[src/hw/rtl/smt_pkg.sv]
// shared widths, defaults and action codes for the set membership table
package smt_pkg;

    localparam int ACTION_W      = 2;
    localparam int ELEMENT_W     = 16;
    localparam int COUNT_W       = 7;

    localparam int CAPACITY_DEF  = 64;
    localparam int ELEM_BITS_DEF = 16;

    localparam logic [ACTION_W-1:0] ACT_INSERT = 2'd0;
    localparam logic [ACTION_W-1:0] ACT_DELETE = 2'd1;

endpackage

[src/hw/rtl/smt_if.sv]
// request and result channel interfaces of the set membership table
interface smt_in_if;
    logic                          valid;
    logic                          ready;
    logic [smt_pkg::ACTION_W-1:0]  action;
    logic [smt_pkg::ELEMENT_W-1:0] element;

    modport source (output valid, output action, output element, input ready);
    modport sink   (input valid, input action, input element, output ready);
endinterface

interface smt_out_if;
    logic                        valid;
    logic                        ready;
    logic                        was_present;
    logic                        rejected;
    logic [smt_pkg::COUNT_W-1:0] entry_count;
    logic                        is_empty;
    logic                        is_full;

    modport source (output valid, output was_present, output rejected,
                    output entry_count, output is_empty, output is_full, input ready);
    modport sink   (input valid, input was_present, input rejected,
                    input entry_count, input is_empty, input is_full, output ready);
endinterface

[src/hw/rtl/set_membership_table.sv]
// set membership table: packed ordered set of distinct values in one ram
//
// i_in carries one request per transfer: action (insert, delete, anything
// else is a query) and element. o_out returns one result per request:
// was_present, rejected, entry_count, is_empty and is_full after the request.
// Requests are handled one at a time. The store is a synchronous ram with a
// registered read; the lookup streams one entry per cycle through its read
// port, from the first entry until a match or the end of the set. A delete
// of a present value then moves every later entry down one place, reading
// one entry and writing the one before it each cycle.
// The result sits in an output register, so a new request is taken while the
// previous result still waits; if the receiver stalls, the next result is
// held back until that register empties and the block waits there.
// Reset empties the set at once (count to zero); ram contents are not
// cleared, since only entries below the count are ever read.
module set_membership_table #(
    parameter int CAPACITY  = smt_pkg::CAPACITY_DEF,
    parameter int ELEM_BITS = smt_pkg::ELEM_BITS_DEF
) (
    input  logic       i_clk,
    input  logic       i_rst_n,
    smt_in_if.sink     i_in,
    smt_out_if.source  o_out
);

    localparam int AW = (CAPACITY > 1) ? $clog2(CAPACITY) : 1;
    localparam int CW = $clog2(CAPACITY + 1);

    localparam logic [1:0] S_IDLE  = 2'd0;
    localparam logic [1:0] S_SCAN  = 2'd1;
    localparam logic [1:0] S_SHIFT = 2'd2;
    localparam logic [1:0] S_DONE  = 2'd3;

    logic [1:0]                    r_state, n_state;
    logic [CW-1:0]                 r_count, n_count;
    logic [CW-1:0]                 r_rd_idx, n_rd_idx;
    logic                          r_pend, n_pend;
    logic [AW-1:0]                 r_pend_idx, n_pend_idx;
    logic [smt_pkg::ACTION_W-1:0]  r_action, n_action;
    logic [ELEM_BITS-1:0]          r_value, n_value;
    logic                          r_present, n_present;
    logic                          r_reject, n_reject;
    logic                          r_out_valid, n_out_valid;
    logic                          r_o_present, n_o_present;
    logic                          r_o_reject, n_o_reject;
    logic [CW-1:0]                 r_o_count, n_o_count;

    logic [ELEM_BITS-1:0]          r_mem [CAPACITY];
    logic [ELEM_BITS-1:0]          r_mem_q;
    logic                          mem_we, mem_re;
    logic [AW-1:0]                 mem_waddr, mem_raddr;
    logic [ELEM_BITS-1:0]          mem_wdata;

    logic                          hit, rd_more, scan_end;

    // element store, one write and one registered read port
    always_ff @(posedge i_clk) begin
        if (mem_we) begin
            r_mem[mem_waddr] <= mem_wdata;
        end
        if (mem_re) begin
            r_mem_q <= r_mem[mem_raddr];
        end
    end

    assign hit      = r_pend && (r_mem_q == r_value);
    assign rd_more  = r_rd_idx < r_count;
    assign scan_end = hit || (!r_pend && !rd_more);

    always_comb begin
        n_state     = r_state;
        n_count     = r_count;
        n_rd_idx    = r_rd_idx;
        n_pend      = r_pend;
        n_pend_idx  = r_pend_idx;
        n_action    = r_action;
        n_value     = r_value;
        n_present   = r_present;
        n_reject    = r_reject;
        n_out_valid = r_out_valid && !o_out.ready;
        n_o_present = r_o_present;
        n_o_reject  = r_o_reject;
        n_o_count   = r_o_count;
        mem_we      = 1'b0;
        mem_re      = 1'b0;
        mem_waddr   = r_count[AW-1:0];
        mem_raddr   = r_rd_idx[AW-1:0];
        mem_wdata   = r_value;

        case (r_state)
            S_IDLE: begin
                if (i_in.valid) begin
                    n_action = i_in.action;
                    n_value  = ELEM_BITS'(i_in.element);
                    n_rd_idx = '0;
                    n_pend   = 1'b0;
                    n_state  = S_SCAN;
                end
            end
            S_SCAN: begin
                if (scan_end) begin
                    n_present = hit;
                    n_reject  = 1'b0;
                    n_pend    = 1'b0;
                    if (r_action == smt_pkg::ACT_INSERT && !hit) begin
                        if (r_count == CW'(CAPACITY)) begin
                            n_reject = 1'b1;
                        end else begin
                            mem_we  = 1'b1;
                            n_count = r_count + 1'b1;
                        end
                        n_state = S_DONE;
                    end else if (r_action == smt_pkg::ACT_DELETE && hit) begin
                        // close the gap starting just after the matching slot
                        n_rd_idx = CW'(r_pend_idx) + 1'b1;
                        n_state  = S_SHIFT;
                    end else begin
                        n_state = S_DONE;
                    end
                end else if (rd_more) begin
                    mem_re     = 1'b1;
                    n_pend     = 1'b1;
                    n_pend_idx = r_rd_idx[AW-1:0];
                    n_rd_idx   = r_rd_idx + 1'b1;
                end else begin
                    n_pend = 1'b0;
                end
            end
            S_SHIFT: begin
                // entry read last cycle lands one place lower
                if (r_pend) begin
                    mem_we    = 1'b1;
                    mem_waddr = r_pend_idx - 1'b1;
                    mem_wdata = r_mem_q;
                end
                if (rd_more) begin
                    mem_re     = 1'b1;
                    n_pend     = 1'b1;
                    n_pend_idx = r_rd_idx[AW-1:0];
                    n_rd_idx   = r_rd_idx + 1'b1;
                end else begin
                    n_pend = 1'b0;
                    if (!r_pend) begin
                        n_count = r_count - 1'b1;
                        n_state = S_DONE;
                    end
                end
            end
            S_DONE: begin
                if (!r_out_valid || o_out.ready) begin
                    n_out_valid = 1'b1;
                    n_o_present = r_present;
                    n_o_reject  = r_reject;
                    n_o_count   = r_count;
                    n_state     = S_IDLE;
                end
            end
            default: begin
                n_state = S_IDLE;
            end
        endcase
    end

    always_ff @(posedge i_clk) begin
        if (!i_rst_n) begin
            r_state     <= S_IDLE;
            r_count     <= '0;
            r_rd_idx    <= '0;
            r_pend      <= 1'b0;
            r_out_valid <= 1'b0;
        end else begin
            r_state     <= n_state;
            r_count     <= n_count;
            r_rd_idx    <= n_rd_idx;
            r_pend      <= n_pend;
            r_out_valid <= n_out_valid;
        end
    end

    always_ff @(posedge i_clk) begin
        r_pend_idx  <= n_pend_idx;
        r_action    <= n_action;
        r_value     <= n_value;
        r_present   <= n_present;
        r_reject    <= n_reject;
        r_o_present <= n_o_present;
        r_o_reject  <= n_o_reject;
        r_o_count   <= n_o_count;
    end

    assign i_in.ready        = (r_state == S_IDLE);
    assign o_out.valid       = r_out_valid;
    assign o_out.was_present = r_o_present;
    assign o_out.rejected    = r_o_reject;
    assign o_out.entry_count = smt_pkg::COUNT_W'(r_o_count);
    assign o_out.is_empty    = (r_o_count == '0);
    assign o_out.is_full     = (r_o_count == CW'(CAPACITY));

    a_count_in_range: assert property (@(posedge i_clk) disable iff (!i_rst_n)
        r_count <= CW'(CAPACITY))
        else $error("element count beyond capacity");

    a_count_moves_in_work: assert property (@(posedge i_clk) disable iff (!i_rst_n)
        !$stable(r_count) |-> ($past(r_state) == S_SCAN || $past(r_state) == S_SHIFT))
        else $error("element count changed outside scan or shift");

    a_no_read_left_idle: assert property (@(posedge i_clk) disable iff (!i_rst_n)
        (r_state == S_IDLE) |-> !r_pend)
        else $error("ram read outstanding while idle");

    a_reject_only_full: assert property (@(posedge i_clk) disable iff (!i_rst_n)
        (o_out.valid && o_out.rejected) |-> (o_out.is_full && !o_out.was_present))
        else $error("insert rejected while set not full");

endmodule
[src/flat_wrapper.sv]
// flat-port wrapper written by rule: the top's interface ports become plain ports
module set_membership_table_flat 
#(
    parameter int CAPACITY  = smt_pkg::CAPACITY_DEF,
    parameter int ELEM_BITS = smt_pkg::ELEM_BITS_DEF
)
  (i_clk, i_rst_n, i_in_valid, i_in_action, i_in_element, i_in_ready, o_out_valid, o_out_was_present, o_out_rejected, o_out_entry_count, o_out_is_empty, o_out_is_full, o_out_ready);
  smt_in_if i_in_i ();
  smt_out_if o_out_i ();
  input  logic i_clk;
  input  logic i_rst_n;
  input wire logic [$bits(i_in_i.valid)-1:0] i_in_valid;
  input wire logic [$bits(i_in_i.action)-1:0] i_in_action;
  input wire logic [$bits(i_in_i.element)-1:0] i_in_element;
  output wire logic [$bits(i_in_i.ready)-1:0] i_in_ready;
  output wire logic [$bits(o_out_i.valid)-1:0] o_out_valid;
  output wire logic [$bits(o_out_i.was_present)-1:0] o_out_was_present;
  output wire logic [$bits(o_out_i.rejected)-1:0] o_out_rejected;
  output wire logic [$bits(o_out_i.entry_count)-1:0] o_out_entry_count;
  output wire logic [$bits(o_out_i.is_empty)-1:0] o_out_is_empty;
  output wire logic [$bits(o_out_i.is_full)-1:0] o_out_is_full;
  input wire logic [$bits(o_out_i.ready)-1:0] o_out_ready;
  assign i_in_i.valid = i_in_valid;
  assign i_in_i.action = i_in_action;
  assign i_in_i.element = i_in_element;
  assign i_in_ready = i_in_i.ready;
  assign o_out_valid = o_out_i.valid;
  assign o_out_was_present = o_out_i.was_present;
  assign o_out_rejected = o_out_i.rejected;
  assign o_out_entry_count = o_out_i.entry_count;
  assign o_out_is_empty = o_out_i.is_empty;
  assign o_out_is_full = o_out_i.is_full;
  assign o_out_i.ready = o_out_ready;
  set_membership_table #(.CAPACITY(CAPACITY), .ELEM_BITS(ELEM_BITS)) u_core (.i_clk(i_clk), .i_rst_n(i_rst_n), .i_in(i_in_i), .o_out(o_out_i));
endmodule
[config.mk]
export PLATFORM = sky130hd
export DESIGN_NAME = set_membership_table_flat
export DESIGN_NICKNAME = d
export VERILOG_FILES = /design/src/hw/rtl/smt_pkg.sv /design/src/hw/rtl/smt_if.sv /design/src/hw/rtl/set_membership_table.sv /design/src/flat_wrapper.sv
export SDC_FILE = /design/constraint.sdc
export NUM_CORES = 1
export LEC_CHECK = 0
export BUFFER_PORTS_ARGS = -buffer_cell sky130_fd_sc_hd__buf_2
export CORE_UTILIZATION = 63
export DETAILED_ROUTE_END_ITERATION = 10
export PLACE_DENSITY = 0.79
export SYNTH_ARGS = -nofsm -noshare
export SYNTH_HDL_FRONTEND = slang
export SYNTH_SLANG_ARGS = --single-unit
export TNS_END_PERCENT = 10
[constraint.sdc]
create_clock -name i_clk -period 3.56 [get_ports i_clk]
set_input_delay 0.356 -clock i_clk [delete_from_list [all_inputs] [get_ports i_clk]]
set_output_delay 0.356 -clock i_clk [all_outputs]
set_load 0.01 [all_outputs]
== Word level (Yosys, flattened, before mapping) ==
Memories as Yosys holds them, arrays and structs flattened. A register that Yosys moved wholly into a read port is not among the register bits.
Cells that the tools add are included.
Storage, ports and cells
  flip-flop bits (word level): 53
  memory bits (writable): 1024
  memories: 1
Operators by class
  add/sub/neg operators: 5
  $lt $le $gt $ge: 1
  equal/unequal tests: 17
  multiplexer cells: 42
  reductions and logical operators: 25
Memory list
  u_core.r_mem: depth 64, width 16, read ports 1, clocked after Yosys merged registers in 1, wr ports 1, line set_membership_table.sv:48  | logic [ELEM_BITS-1:0] r_mem [CAPACITY];
Operators with widths (number)
  two-way mux 7 bit: 10
  two-way mux 16 bit: 2
  two-way mux 6 bit: 4
  one-hot mux 7 bit (3 select lines): 1
  equality test 16 bit: 1
  adder 7 x 1 -> 7 bit, second input constant: 2
  equality test 7 bit, second input constant: 2
  one-hot mux 7 bit (2 select lines): 1
  two-way mux 1 bit: 13
  two-way mux 2 bit: 6
  one-hot mux 6 bit (2 select lines): 1
  inequality test 2 bit, second input constant: 5
  AND reduction 2 bit: 5
  one-hot mux 2 bit (4 select lines): 1
  adder 6 x 1 -> 7 bit, second input constant: 1
  zero test 7 bit: 1
  < comparator 7 bit: 1
  subtractor 7 x 1 -> 7 bit, second input constant: 1
  inequality test 2 x 1 -> 1 bit, second input constant: 3
  inequality test 3 bit, second input constant: 2
  AND reduction 6 bit: 1
  subtractor 6 x 1 -> 6 bit, second input constant: 1
  logical AND 1 bit: 5
  zero test 1 bit: 5
  10 further kinds: 15

== Longest topological paths before layout ==
  depth after elaboration: 9
  depth in mapped cells: 11
  gate-level depth less buffers: 11

== Least setup slack after synthesis ==
No wires, ideal clock.
  path type: register to register
  start point: register u_core.r_count[4]
  end point: memory u_core.r_mem[37][0] (netlist name) (enable)
  arrival: 2.682 ns
  required time: 3.172 ns
  setup slack: 0.490 ns
  cell stages (with the launch flop): 11
  cells stage by stage: dfxtp_1 > inv_1 > ha_1 > and4_1 > o21ai_0 > o21ai_0 > nand4_1 > o22ai_1 > nand2_1 > clkbuf_1 > nor2_1
Between the ends
  cells in the longest elaborated chain, start to end: 8
  elaborated cells on any way between the ends: 13
RTL lines
  from (decl): line set_membership_table.sv:35  | logic [CW-1:0] r_count, n_count;
  from (signal assigned): line set_membership_table.sv:173  | r_count <= n_count;
  < comparator 7 bit: line set_membership_table.sv:67  | assign rd_more = r_rd_idx < r_count;
  zero test 1 bit: line set_membership_table.sv:68  | assign scan_end = hit || (!r_pend && !rd_more);
  logical AND 1 bit: line set_membership_table.sv:68
  logical OR 1 bit: line set_membership_table.sv:68
  two-way mux 1 bit: line set_membership_table.sv:101  | if (scan_end) begin
  one-hot mux 1 bit (2 select lines): line set_membership_table.sv:90  | case (r_state)
  two-way mux 1 bit: line set_membership_table.sv:58  | if (mem_we) begin
  two-way mux 1 bit (implied by the code): line set_membership_table.sv:59  | r_mem[mem_waddr] <= mem_wdata;
  to (decl): line set_membership_table.sv:48
Parallel ways exist; a longest one is shown, timed or not.

== Worst setup path after layout ==
  start point: register u_core.r_pend_idx[2]
  end point: memory u_core.r_mem[63][1] (netlist name) (enable)
Between the ends
  cells in the longest elaborated chain, start to end: 3
RTL lines
  from (decl): line set_membership_table.sv:38  | logic [AW-1:0] r_pend_idx, n_pend_idx;
  from (signal assigned): line set_membership_table.sv:181  | r_pend_idx <= n_pend_idx;
  subtractor 6 x 1 -> 6 bit: line set_membership_table.sv:133  | mem_waddr = r_pend_idx - 1'b1;
  two-way mux 6 bit: line set_membership_table.sv:131  | if (r_pend) begin
  two-way mux 6 bit: line set_membership_table.sv:90
No other way between the ends.

==> results.md <==
* P_leak at approximately 15 nW
* Final min period at 3390 ps
* Clk pin slew, worst setup/hold paths at approximately 60 ps
* Initial core utilization at a little under two thirds
* Cts bufs inserted at roughly 100
* Detailed router's first-iteration violation count at 3270
* WP data arrival at ~3700 ps
* Total power at about 31 mW
* Post-Layout Cell Count at 3014
* Clk sinks at about 1100
* Post-route ant nets at 0
* Die Height at ~260 um
* Synth async-reset ratio at 0%
* Final Max Slew Viols at 0
* First-pass GRT wire length at approximately 160 mm
* Via count at approximately 22000
* Die W at between 200 and 300 um
* Slowest CP cell: o21ai_0
* Drt total wl at 111 mm
* Worst hold stages at 3
* Yosys Warn Count at 0
* Cells after Synth at about 1900
* DR pass1 iterations at 7
* Grt ovf at 0
* Status: finished clean
* R2r setup slk at 170 ps
* DR DRC count at 0
* Synthesized Nets at 1900
* Worst hold start: i_rst_n
* Post-synth EDFFs at between 1000 and 1500
* Final period util at a little over nine tenths
* Total GRT Usage at between 30% and 40%
* Placed cells at between 2000 and 3000
* Core area at 67200 um2
* Worst reg-to-reg path cell count at 8
* Synth cell types at 56
* Design area at just under 50000 um2
* Initial antenna violation count at 3
* Crit Path Class: register to register
* Cell with the most instances on the worst path: nand2_1
* Clk Latency, worst-skew pair at slightly below 700 ps
* Worst slew pin tran at ~1400 ps
* Clock Tree Buf Depth at 3
* Most used DFF post-synth: edfxtp_1
* Hold Crit Endpoint: u_core.r_state[0]
* Min-delay worst type: input port to register
* Max cap viols at 0
* Post-CTS setup buffer count at 0
* R2r startpoint: u_core.r_pend_idx[2]
* Final hold viol count at 0
* Crit path largest cell delay at 590 ps
* Final HPWL DP at between 50 and 60 mm
* CTS tree: done
* Io pins at 35
* Worst EP required at roughly 4000 ps
* Area Overhead vs Synth at 14.0%
* Worst Setup Start Kind: register
* Worst Clk Skew at 37.9 ps
* Post-Syn Area at about 43000 um2
* Number of port buffers at 34
* WL per Instance at around 37 um
* Rows at 95
* Post-Syn Area per Cell at approximately 23 um2
* Vias/cell at slightly above 7
* Maximum VDD drop at 0.000424 V
* H-tree Lvls at 3
* Worst rel slew slack at 6.55%
* Fillcell total at about 3400
* Cell Area, Placed at between 40000 and 50000 um2
* Setup violators final at 0
* Commonest non-fill, non-tap cell in the layout: edfxtp_1
* Vias in the first global route at around 22000
* Critical path peak fanout at 16
* Clock Tree Root: clkbuf_16
* CP Capture Type: register
* Sequential-to-total area share from yosys stat at between 70% and 80%
* Critical-path cell list: nor3_1, nand2_1, xor2_1, o21ai_0, nor2b_2, nand2_1, nor2_1, buf_12
* Pwr Density at roughly 640 nW/um2
* Pin count of the biggest net entering global routing at between 70 and 80
* RR Endpoint: u_core.r_mem[63][1]
* Setup tns final at 0 ps
* RSZ-0062 raised after global routing: no
* Fmax at ~0.29 GHz
* Die footprint at 68900 um2
* Layout cells sized above 1 at a little under a third
* Register bit total from synthesis at around 1100
* Nets at approximately 2100
* Commonest non-fill, non-tap cells in the layout: edfxtp_1, mux4_2, clkbuf_16
* Final GP Congestion at 0.849
Yosys cell counts, drive strengths merged, types with 2 or more instances:
master | instances | area (um2)
clkbuf | 62 | 233
nand2 | 39 | 146
nand4 | 7 | 43.8
o211ai | 2 | 15.0
a221oi | 2 | 17.5
or2 | 2 | 12.5
xnor2 | 14 | 123
nor4b | 2 | 23.8
o32ai | 2 | 17.5
dfxtp | 18 | 360
edfxtp | 1075 | 32300
mux4 | 336 | 7570
a21oi | 9 | 45.0
and2 | 3 | 18.8
nor4 | 7 | 43.8
and3 | 6 | 37.5
o22ai | 5 | 31.3
ha | 18 | 225
mux2 | 16 | 180
nand2b | 3 | 18.8
o31ai | 3 | 22.5
nor3 | 3 | 15.0
mux2i | 3 | 30.0
buf | 30 | 201
o21ai | 12 | 60.1
o41ai | 4 | 35.0
a21o | 2 | 15.0
o21a | 9 | 67.6
a22o | 4 | 35.0
nand3 | 16 | 80.1
inv | 20 | 75.1
nor2b | 6 | 37.5
a31o | 3 | 26.3
xor2 | 13 | 114
a311oi | 2 | 17.5
nor3b | 2 | 15.0
nor2 | 86 | 323
through the flow:
stage,util [%],hold WS (ps),setup slack [ps]
2_1_floorplan,-,400,490
3_5_place_dp,67.1,414,401
6_report,72.5,69.8,167
3_3_place_gp,67.1,406,444
4_1_cts,72.5,34.4,217
5_1_grt,72.5,74.1,130
worst max-delay path by stage:
stage	from	to	cells after the start
after floorplan	u_core.r_count[4]	u_core.r_mem[37][0]	10
after global placement	u_core.r_pend_idx[2]	u_core.r_mem[49][12]	8
after detailed placement	u_core.r_pend_idx[2]	u_core.r_mem[44][12]	8
after CTS	u_core.r_pend_idx[2]	u_core.r_mem[63][15]	8
after global routing	u_core.r_count[6]	u_core.r_mem[3][10]	11
final	u_core.r_pend_idx[2]	u_core.r_mem[63][1]	8
area by class of cell:
type	count	area (um2)	area share (%)
Clock inverter	65	702	1.44
Antenna cell	1	2.50	0.00514
Timing Repair Buffer	181	1870	3.84
Multi-Input combinational cell	653	9580	19.7
Inverter	21	78.8	0.162
Clock buffer	127	2720	5.58
Sequential cell	1093	32700	67.1
Tap cell	873	1090	2.24
sequential cells by signal, indices dropped and copies added (netlist names):
| name | flops |
|---|---|
| u_core.r_pend_idx | 6 |
| u_core.r_pend | 1 |
| u_core.r_present | 1 |
| u_core.o_out.rejected | 1 |
| u_core.r_count | 7 |
| u_core.r_action | 2 |
| u_core.o_out.was_present | 1 |
| u_core.o_out.valid | 1 |
| u_core.r_mem | 1024 |
| u_core.r_value | 16 |
| u_core.r_mem_q | 16 |
| u_core.r_reject | 1 |
| u_core.r_rd_idx | 7 |
| u_core.r_state | 2 |
| u_core.o_out.entry_count | 7 |
where the power goes:
part           switching [mW]  internal [mW]
sequential              0.190           14.8
combinational            2.91           1.92
clock                    4.84           6.39
routing by layer:
layer  wire (um)  vias to the layer above  GRT usage (%)
li1            -                     8304              -
met1       38200                    11298           44.2
met2       54500                     1828           53.0
met3       13100                      326           8.31
met4        5510                        6           15.5
met5          49                        -              0
cells by family (layout without fill, tap and decap cells):
logic type      after synthesis  after routing  synth area share (%)
buf+inv                     113            394                  1.20
xor+xnor                     27             27                 0.553
other cells                   0              1                     0
flops                      1093           1093                  76.4
compound gates               67             67                  1.11
simple gates                185            185                  1.97
fa+ha+maj                    19             19                 0.574
mux                         355            355                  18.2
what timing repair did:
action	4_1_cts	5_1_grt
hold buffers	19	0
endpoints found under the hold margin	19	0
endpoints found under the setup margin	0	21
resized for setup	0	2
critical path, delay by kind of cell, from the launching register on:
kind | cells | cell delay, ps
buf+inv | 1 | 240
simple gates | 5 | 1560
compound gates | 1 | 590
flops | 1 | 520
xor+xnor | 1 | 150
No activity file was read; power rests on OpenSTA's default activity.
